$ cat config.mk
export PLATFORM = sky130hd
export DESIGN_NAME = ifmt_ctrl
export DESIGN_NICKNAME = d
export VERILOG_FILES = /design/src/hw/rtl/ifmt_pkg.sv /design/src/hw/rtl/ifmt_ctrl.sv
export SDC_FILE = /design/constraint.sdc
export NUM_CORES = 1
export LEC_CHECK = 0
export ABC_AREA = 1
export BUFFER_PORTS_ARGS = -buffer_cell sky130_fd_sc_hd__buf_2
export CAP_MARGIN = 5
export CORE_AREA = 2 2 39 41
export CTS_CLUSTER_DIAMETER = 40
export DETAILED_ROUTE_END_ITERATION = 12
export DIE_AREA = 0 0 41 43
export PLACE_DENSITY = 0.37
export SETUP_SLACK_MARGIN = 0.4
export SLEW_MARGIN = 20
export SYNTH_ARGS = -nofsm -noshare
export SYNTH_HDL_FRONTEND = slang
export SYNTH_SLANG_ARGS = --single-unit
$ cat constraint.sdc
create_clock -name clk -period 1.6 [get_ports clk]
set_clock_uncertainty 0.1 [all_clocks]
set_input_delay 0.24 -clock clk [delete_from_list [all_inputs] [get_ports clk]]
set_output_delay 0.24 -clock clk [all_outputs]
set_load 0.01 [all_outputs]
$ cat src/hw/rtl/ifmt_pkg.sv
// ----------------------------------------------------------------------------
// ifmt_pkg
// Shared types, constants and helpers of the integer field formatter.
// ----------------------------------------------------------------------------
package ifmt_pkg;

  localparam int MAX_FIELD_CHARS = 11;
  localparam int IDX_W           = $clog2(MAX_FIELD_CHARS);
  localparam int CNT_W           = $clog2(MAX_FIELD_CHARS + 3);

  localparam logic [31:0] RECIP10 = 32'hCCCC_CCCD;

  localparam logic [7:0] CH_ZERO  = 8'h30;
  localparam logic [7:0] CH_SPACE = 8'h20;
  localparam logic [7:0] CH_MINUS = 8'h2D;
  localparam logic [7:0] CH_PLUS  = 8'h2B;
  localparam logic [7:0] CH_X     = 8'h78;
  localparam logic [7:0] CH_UPPER = 8'h41;
  localparam logic [7:0] CH_LOWER = 8'h61;

  typedef enum logic [2:0] {
    CMD_D  = 3'd0,
    CMD_U  = 3'd1,
    CMD_O  = 3'd2,
    CMD_X  = 3'd3,
    CMD_XU = 3'd4,
    CMD_P  = 3'd5
  } cmd_kind_t;

  typedef enum logic [1:0] {
    BASE_10,
    BASE_8,
    BASE_16
  } base_sel_t;

  typedef enum logic [1:0] {
    ST_IDLE,
    ST_CONV,
    ST_SIZE,
    ST_EMIT
  } state_t;

  typedef struct packed {
    logic [2:0]        cmd;
    logic [31:0]       value;
    logic              alt_form;
    logic              zero_pad;
    logic              plus_sign;
    logic              space_sign;
    logic signed [7:0] field_width;
    logic signed [7:0] precision;
    logic [15:0]       room;
  } in_item_t;

  typedef struct packed {
    logic [7:0] out_char;
    logic       last;
  } out_item_t;

  typedef struct packed {
    logic load;
    logic conv_step;
    logic size;
    logic emit;
  } dp_cmd_t;

  typedef struct packed {
    logic item_ok;
    logic conv_done;
    logic emit_last;
    logic out_free;
  } dp_status_t;

  function automatic logic [7:0] digit_char(input logic [3:0] d, input logic lower);
    logic [7:0] d8;
    d8 = {4'b0000, d};
    if (d < 4'd10) begin
      return CH_ZERO + d8;
    end else if (lower) begin
      return CH_LOWER + d8 - 8'd10;
    end else begin
      return CH_UPPER + d8 - 8'd10;
    end
  endfunction

endpackage

$ cat src/hw/rtl/ifmt_ctrl.sv
// ----------------------------------------------------------------------------
// ifmt_ctrl
// Sequencer: accept, digit conversion, field sizing, character output.
// ----------------------------------------------------------------------------
module ifmt_ctrl (
  input  logic                 clk,
  input  logic                 rst,
  input  logic                 in_valid,
  output logic                 in_stall,
  input  ifmt_pkg::dp_status_t status,
  output ifmt_pkg::dp_cmd_t    cmd
);
  import ifmt_pkg::*;

  state_t state;
  state_t state_next;

  always_ff @(posedge clk) begin
    if (rst) begin
      state <= ST_IDLE;
    end else begin
      state <= state_next;
    end
  end

  always_comb begin
    state_next = state;
    unique case (state)
      ST_IDLE: begin
        if (in_valid && status.item_ok) begin
          state_next = ST_CONV;
        end
      end
      ST_CONV: begin
        if (status.conv_done) begin
          state_next = ST_SIZE;
        end
      end
      ST_SIZE: begin
        state_next = ST_EMIT;
      end
      ST_EMIT: begin
        if (status.out_free && status.emit_last) begin
          state_next = ST_IDLE;
        end
      end
      default: begin
        state_next = ST_IDLE;
      end
    endcase
  end

  always_comb begin
    cmd      = '0;
    in_stall = 1'b1;
    unique case (state)
      ST_IDLE: begin
        in_stall = 1'b0;
        cmd.load = in_valid;
      end
      ST_CONV: begin
        cmd.conv_step = 1'b1;
      end
      ST_SIZE: begin
        cmd.size = 1'b1;
      end
      ST_EMIT: begin
        cmd.emit = status.out_free;
      end
      default: begin
        in_stall = 1'b1;
      end
    endcase
  end

endmodule

==> flow_summary.yaml, run 1 <==
sta:
  timing.setup.tns_ns: 0
  timing.fmax_mhz: 720
  finalHoldViolCount: 0
  finalSetupViolCount: 0
  postLayoutSetupSlackWorst_ns: 0.211
  slew-limit-headroom_pct: 93.4
  final_period_minus_worst_setup_slack_ns: 1.39
  tightestPinTransition_ns: 0.0994
  period_share_pct: 86.8
  timing_max_transition_violations_final: 0
  unrepaired_setup_endpoints_after_global_routing: "yes"
worst_setup_path:
  critical_path.startpoint_type: "flip-flop"
  kind_of_end_point_of_the_critical_path: "output port"
  reg2reg_depth: 8
  critical_setup_path_kind: "flip-flop to output port"
  launch_point_of_the_worst_reg_to_reg_path: "state[0]$_SDFFE_PP0P_"
  setup.reg_to_reg.worst_slack_ns: 0.34
  rr_endpoint: "state[0]$_SDFFE_PP0P_"
  worst-endpoint-required_ns: 1.26
  crit_fanout: 2
  worst-endpoint-arrival_ns: 1.05
power:
  seq_power_share_pct: 13.7
  p_int_mw: 0.542
  power_mw: 0.919
  p_leak_nw: 0.261
  pwr-share-clk_pct: 11.7
  peakVddDrop_v: 0.000845
  switching_share_pct: 41.0
  power.density_cell_area_nw_per_um2: 1870
  power.net_switching_mw: 0.376
  share_comb_of_total_power_pct: 74.6
routing:
  drt_drc_violations_left: 0
  detail_route.vias_per_cell: 3.56
  drt-total-wl_um: 562
  routedWlPerCell_um: 8.03
  antenna_left: 0
  detail_route.first_pass.iterations: 1
  dr_total_vias: 249
  drt_first_iter_violations: 0
synth:
  yosys-mux-area-fraction_pct: 0
  postSynthAreaPerCell_sq_um: 7.36
  adder_cell_fraction_of_synth_area_pct: 25.0
  postSynthNetCount: 46
  yosysSeqAreaShare_pct: 16.0
  synth-warning-count: 0
  synth_simple_gate_area_share_pct: 33.0
  post_synth_xor_area_fraction_pct: 0
  postSynthCellCount: 34
  netlist.top_cell.by_area: "sky130_fd_sc_hd__ha_1"
  synth_area_sq_um: 250
  synth_top_family_by_area: "simple AND/OR/NAND/NOR gates"
  synth-compound-area-share_pct: 0
  number_of_distinct_library_cells_after_synthesis: 9
  postSynthRegisterBits: 2
  synthDominantCellAreaShare_pct: 25.0
  synth_area_leaders: "sky130_fd_sc_hd__ha_1, sky130_fd_sc_hd__dfxtp_1, sky130_fd_sc_hd__bufinv_8"
die:
  pin_count: 12
  initial_utilization_pct: 18.1
  die_w_um: 41
  floorplan.rows: 14
  core_sq_um: 1380
  die-height_um: 43
  design.die.area_sq_um: 1760
cells_and_area:
  top_register: "state"
  finish.net_count: 68
  largest_register_ff_count: 2
  largest_registers: "state x2"
  area.growth.synth_to_final_pct: 96.5
  n_antenna_cell: 0
  finalCoreUtilization_pct: 35.5
  drive_gt1_share_pct: 68.5
cts:
  ctsLongestPathBuffers: 2
  worstSkewPairLatency_ns: 0.22
  tritoncts: "built"
  cts.clk_slew.worst_paths_ns: 0.03
  clockRootBuffer: "sky130_fd_sc_hd__clkbuf_4"
  cts_made_buffers: 3
  htree_levels: 1
  cts_num_sinks: 2
outcome:
  outcome: "completed"
place:
  dpl.hpwl_um: 390
  count_of_input_and_output_buffers: 11
  pre_cts_slack_ns: 0.308
  gp_routability_congestion: 0.629
global_routing:
  antenna_found_initial: 0
  grt_start_max_net_pins: 5
  grt.total_usage_pct: 8.11
  grt_first_pass_wirelength_um: 986
  grt_pass1_vias: 249
  gr-total-overflow: 0
hold_path:
  worstHoldPathType: "input pin to flip-flop"
  worst_hold_path.endpoint: "state[0]$_SDFFE_PP0P_"
  min_from: "rst"
  hold_depth: 4
run:
  cap_viol_max_count: 0
## power groups by stage
stage / clock network [mW] / logic, mW / registers (mW)
2_1_floorplan: 0 / 0.337 / 0.0903
3_3_place_gp: 0 / 0.440 / 0.0951
3_5_place_dp: 0 / 0.429 / 0.0953
4_1_cts: 0.114 / 0.664 / 0.124
5_1_grt: 0.121 / 0.776 / 0.129
6_report: 0.107 / 0.685 / 0.126
## cell type report
| type | instances | area [sq um] |
|---|---|---|
| well taps | 16 | 20.0 |
| clock buffers | 3 | 22.5 |
| inverters | 10 | 52.6 |
| fillers | 151 | 892 |
| flip-flops and latches | 2 | 47.5 |
| repair buffers | 17 | 139 |
| multi-input cells | 22 | 210 |
## worst max path at each step
stage                     cells past startpoint  slack, ns               endpoint                  start
after CTS                                     6       0.20                 cmd[3]  state[0]$_SDFFE_PP0P_
final                                         5       0.21                 cmd[0]  state[0]$_SDFFE_PP0P_
after global routing                          6       0.14                 cmd[3]  state[0]$_SDFFE_PP0P_
after detailed placement                      5       0.31                 cmd[3]  state[0]$_SDFFE_PP0P_
after global placement                        7       0.30  state[0]$_SDFFE_PP0P_  state[1]$_SDFFE_PP0P_
after floorplan                               6       0.41  state[1]$_SDFFE_PP0P_  state[0]$_SDFFE_PP0P_
## critical path: stages (launching register included)
cell	delay [ns]
sky130_fd_sc_hd__dfxtp_4	0.35
sky130_fd_sc_hd__buf_6	0.13
sky130_fd_sc_hd__ha_4	0.16
sky130_fd_sc_hd__nand2_2	0.05
sky130_fd_sc_hd__inv_1	0.03
sky130_fd_sc_hd__buf_2	0.12
## layer usage
| metal | wire (um) | up-vias | global-route usage, % | part of all wire [%] |
|---|---|---|---|---|
| met5 | 0 | - | 0 | 0 |
| met4 | 0 | 0 | 2.00 | 0 |
| met3 | 24 | 0 | 3.14 | 4.3 |
| met2 | 284 | 5 | 12.2 | 51 |
| met1 | 254 | 104 | 10.5 | 45 |
| li1 | - | 140 | - | - |
## layout by cell type (no fill, tap or decap)
cell type / count
sky130_fd_sc_hd__nand2_4: 1
sky130_fd_sc_hd__buf_2: 8
sky130_fd_sc_hd__nand2_2: 4
sky130_fd_sc_hd__dfxtp_4: 2
sky130_fd_sc_hd__nand4_1: 2
sky130_fd_sc_hd__buf_4: 3
sky130_fd_sc_hd__inv_8: 2
sky130_fd_sc_hd__ha_4: 4
sky130_fd_sc_hd__nor2_2: 1
sky130_fd_sc_hd__buf_6: 5
sky130_fd_sc_hd__nand3_2: 1
sky130_fd_sc_hd__nor2_1: 2
sky130_fd_sc_hd__inv_2: 1
sky130_fd_sc_hd__buf_12: 1
sky130_fd_sc_hd__ha_2: 1
sky130_fd_sc_hd__inv_1: 7
sky130_fd_sc_hd__clkbuf_4: 3
sky130_fd_sc_hd__nand2_1: 6
## logic make-up (layout without fill, tap and decap cells)
| family | Yosys count | in the layout |
|---|---|---|
| and+or+nand+nor | 17 | 17 |
| buffers and inverters | 10 | 30 |
| adders and majority gates | 5 | 5 |
| DFF | 2 | 2 |
## synthesized netlist by cell type (all sizes together)
cell type / instances
inv: 8
dfxtp: 2
nand4: 2
nand3: 1
ha: 5
nand2: 11
nor2: 3
bufinv: 2
## metrics by stage
stage,cell area [sq um],hold WS (ns),std cells
after floorplan,258,0.296,34
final,492,0.154,70
after detailed placement,333,0.394,61
after CTS,480,0.141,70
after global routing,492,0.150,70
after global placement,333,0.393,61
## timing repair
| item | 4_1_cts | 5_1_grt |
|---|---|---|
| gates resized for setup | 18 | 4 |
| hold buffers | 0 | 0 |
| setup buffers | 6 | 0 |
| endpoints found under the setup margin | 7 | 7 |
| pin swaps | 9 | 5 |
(Power assumes the default switching activity.)
==> run 2: changes to the inputs <==
Settings changed: SETUP_SLACK_MARGIN 0.4 to unset.
==> run 2 against run 1 <==
Compared with the run above: worst hold slack better by 0.0086 ns; clock power hardly changed; via count is 10% lower; combinational power is 40% lower; setup slack worse by 0.13 ns.
==> flow_summary.yaml, run 2 (synthesis results as in run 1) <==
outcome:
  outcome: "completed"
global_routing:
  grtUsageMet2_pct: 6.56
  grt_util_met1_pct: 8.28
  grt.total_usage_pct: 6.21
  gr-total-overflow: 0
  antenna_found_initial: 0
  grt_pass1_vias: 176
  grt_start_max_net_pins: 5
  grt_first_pass_wirelength_um: 690
  met3_usage_pct: 3.14
  grt.busiest_layer: "met1"
worst_setup_path:
  cp_num_buf_inv: 3
  critPathLaunch: "state[1]$_SDFFE_PP0P_"
  crit_fanout: 4
  worst-endpoint-arrival_ns: 1.18
  timing.critical_path.slowest_stage_cell: "sky130_fd_sc_hd__dfxtp_1"
  critical_path.startpoint_type: "flip-flop"
  critical_setup_path_kind: "flip-flop to output port"
  rr_endpoint: "state[0]$_SDFFE_PP0P_"
  max_stage_delay_ns: 0.34
  worst-endpoint-required_ns: 1.26
  critical_path_depth: 5
  reg2reg_depth: 6
  cp_cell_sequence: "bufinv_8, ha_1, nand2_1, inv_1, buf_2"
  setup.reg_to_reg.worst_slack_ns: 0.33
  timing.critical_path.to: "cmd[3]"
  kind_of_end_point_of_the_critical_path: "output port"
  launch_point_of_the_worst_reg_to_reg_path: "state[1]$_SDFFE_PP0P_"
  path_delay_family: "flip-flops"
cells_and_area:
  area_of_the_multi_input_gates_sq_um: 145
  drive_gt1_share_pct: 43.8
  top_register: "state"
  most-common-layout-cells: "sky130_fd_sc_hd__buf_2, sky130_fd_sc_hd__inv_1, sky130_fd_sc_hd__nand2_1"
  stdcell_area_sq_um: 349
  n_antenna_cell: 0
  final.fill_count: 165
  seqCellArea_sq_um: 41.3
  largest_registers: "state x2"
  area.growth.synth_to_final_pct: 39.5
  final_common_cell: "sky130_fd_sc_hd__buf_2"
  finish.net_count: 62
  largest_register_ff_count: 2
sta:
  timing.fmax_mhz: 660
  timing_max_transition_violations_final: 0
  finalHoldViolCount: 0
  final_period_minus_worst_setup_slack_ns: 1.52
  finalSetupViolCount: 0
  tightestPinTransition_ns: 0.118
  finalHoldWorstSlack_ns: 0.162
  period_share_pct: 94.8
  unrepaired_setup_endpoints_after_global_routing: "no"
  slew-limit-headroom_pct: 92.1
  timing.setup.tns_ns: 0
run:
  cap_viol_max_count: 0
power:
  peakVddDrop_v: 0.000481
  power.density_cell_area_nw_per_um2: 1770
  p_leak_nw: 0.231
hold_path:
  hold_depth: 4
  min_from: "rst"
  worstHoldPathType: "input pin to flip-flop"
routing:
  drt_drc_violations_left: 0
  dr_total_vias: 223
  routedWlPerCell_um: 6.77
  detail_route.vias_per_cell: 3.48
  drt_first_iter_violations: 3
  antenna_left: 0
  detail_route.first_pass.iterations: 4
  drt-total-wl_um: 433
cts:
  postCtsSetupBuffers: 0
  cts_num_sinks: 2
  cts_made_buffers: 3
  cts.clk_slew.worst_paths_ns: 0.03
  clockRootBuffer: "sky130_fd_sc_hd__clkbuf_4"
  htree_levels: 1
  ctsLongestPathBuffers: 2
  tritoncts: "built"
  worstSkewPairLatency_ns: 0.22
die:
  floorplan.rows: 14
  pin_count: 12
  design.die.area_sq_um: 1760
  die_w_um: 41
  initial_utilization_pct: 18.1
  die-height_um: 43
  core_sq_um: 1380
place:
  gp_routability_congestion: 0.672
  dpl.hpwl_um: 373
  count_of_input_and_output_buffers: 11
  dpl-instance-area_sq_um: 325
## run 2: changes by cell type in the layout (fill, tap and decap cells not counted), sizes merged
cell    before  now
buf         17   11
bufinv       0    2
inv         10    8
## run 2: how the worst min path moves through the flow
stage / end / slack [ns]
floorplan: state[0]$_SDFFE_PP0P_ / 0.30
global placement: state[1]$_SDFFE_PP0P_ / 0.40
detailed placement: state[0]$_SDFFE_PP0P_ / 0.39
CTS: state[1]$_SDFFE_PP0P_ / 0.16
global route: state[1]$_SDFFE_PP0P_ / 0.17
finish: state[0]$_SDFFE_PP0P_ / 0.16
## run 2: report_power, final
part           leakage (nW)  switching [mW]  internal, mW
registers            0.0169          0.0169        0.0768
logic                 0.200           0.201         0.213
clock network        0.0138          0.0268        0.0826
total                 0.231           0.244         0.372
## run 2: through the flow
step / cells / setup slack [ns] / power [mW] / utilization [%]
final: 64 / 0.0840 / 0.617 / 25.2
after global routing: 64 / 0.0197 / 0.693 / 25.2
after CTS: 64 / 0.0402 / 0.631 / 25.1
after detailed placement: 61 / 0.282 / 0.510 / 23.5
after global placement: 61 / 0.257 / 0.522 / 23.5
after floorplan: 34 / 0.375 / 0.416 / -
## run 2: layout make-up
class	count	area share, %
Timing Repair Buffer	11	15.8
Tap cell	16	5.73
Sequential cell	2	11.8
Multi-Input combinational cell	22	41.6
Inverter	10	18.6
Clock buffer	3	6.45
## run 2: worst min-delay path: cells and delay by family
kind | cells | cell delay [ns]
simple gates | 2 | 0.09
buf+inv | 2 | 0.11
## run 2: routing by layer
layer	share of wire (%)	wire, um	vias up
li1	-	-	127
met1	50	215	91
met2	45	194	5
met3	5.3	23	0
met4	0	0	0
met5	0	0	-
## run 2: repair_timing
item	CTS	global route
setup endpoints to repair	0	1
gates resized for setup	0	1
hold endpoints to repair	0	0
hold buffers	0	0
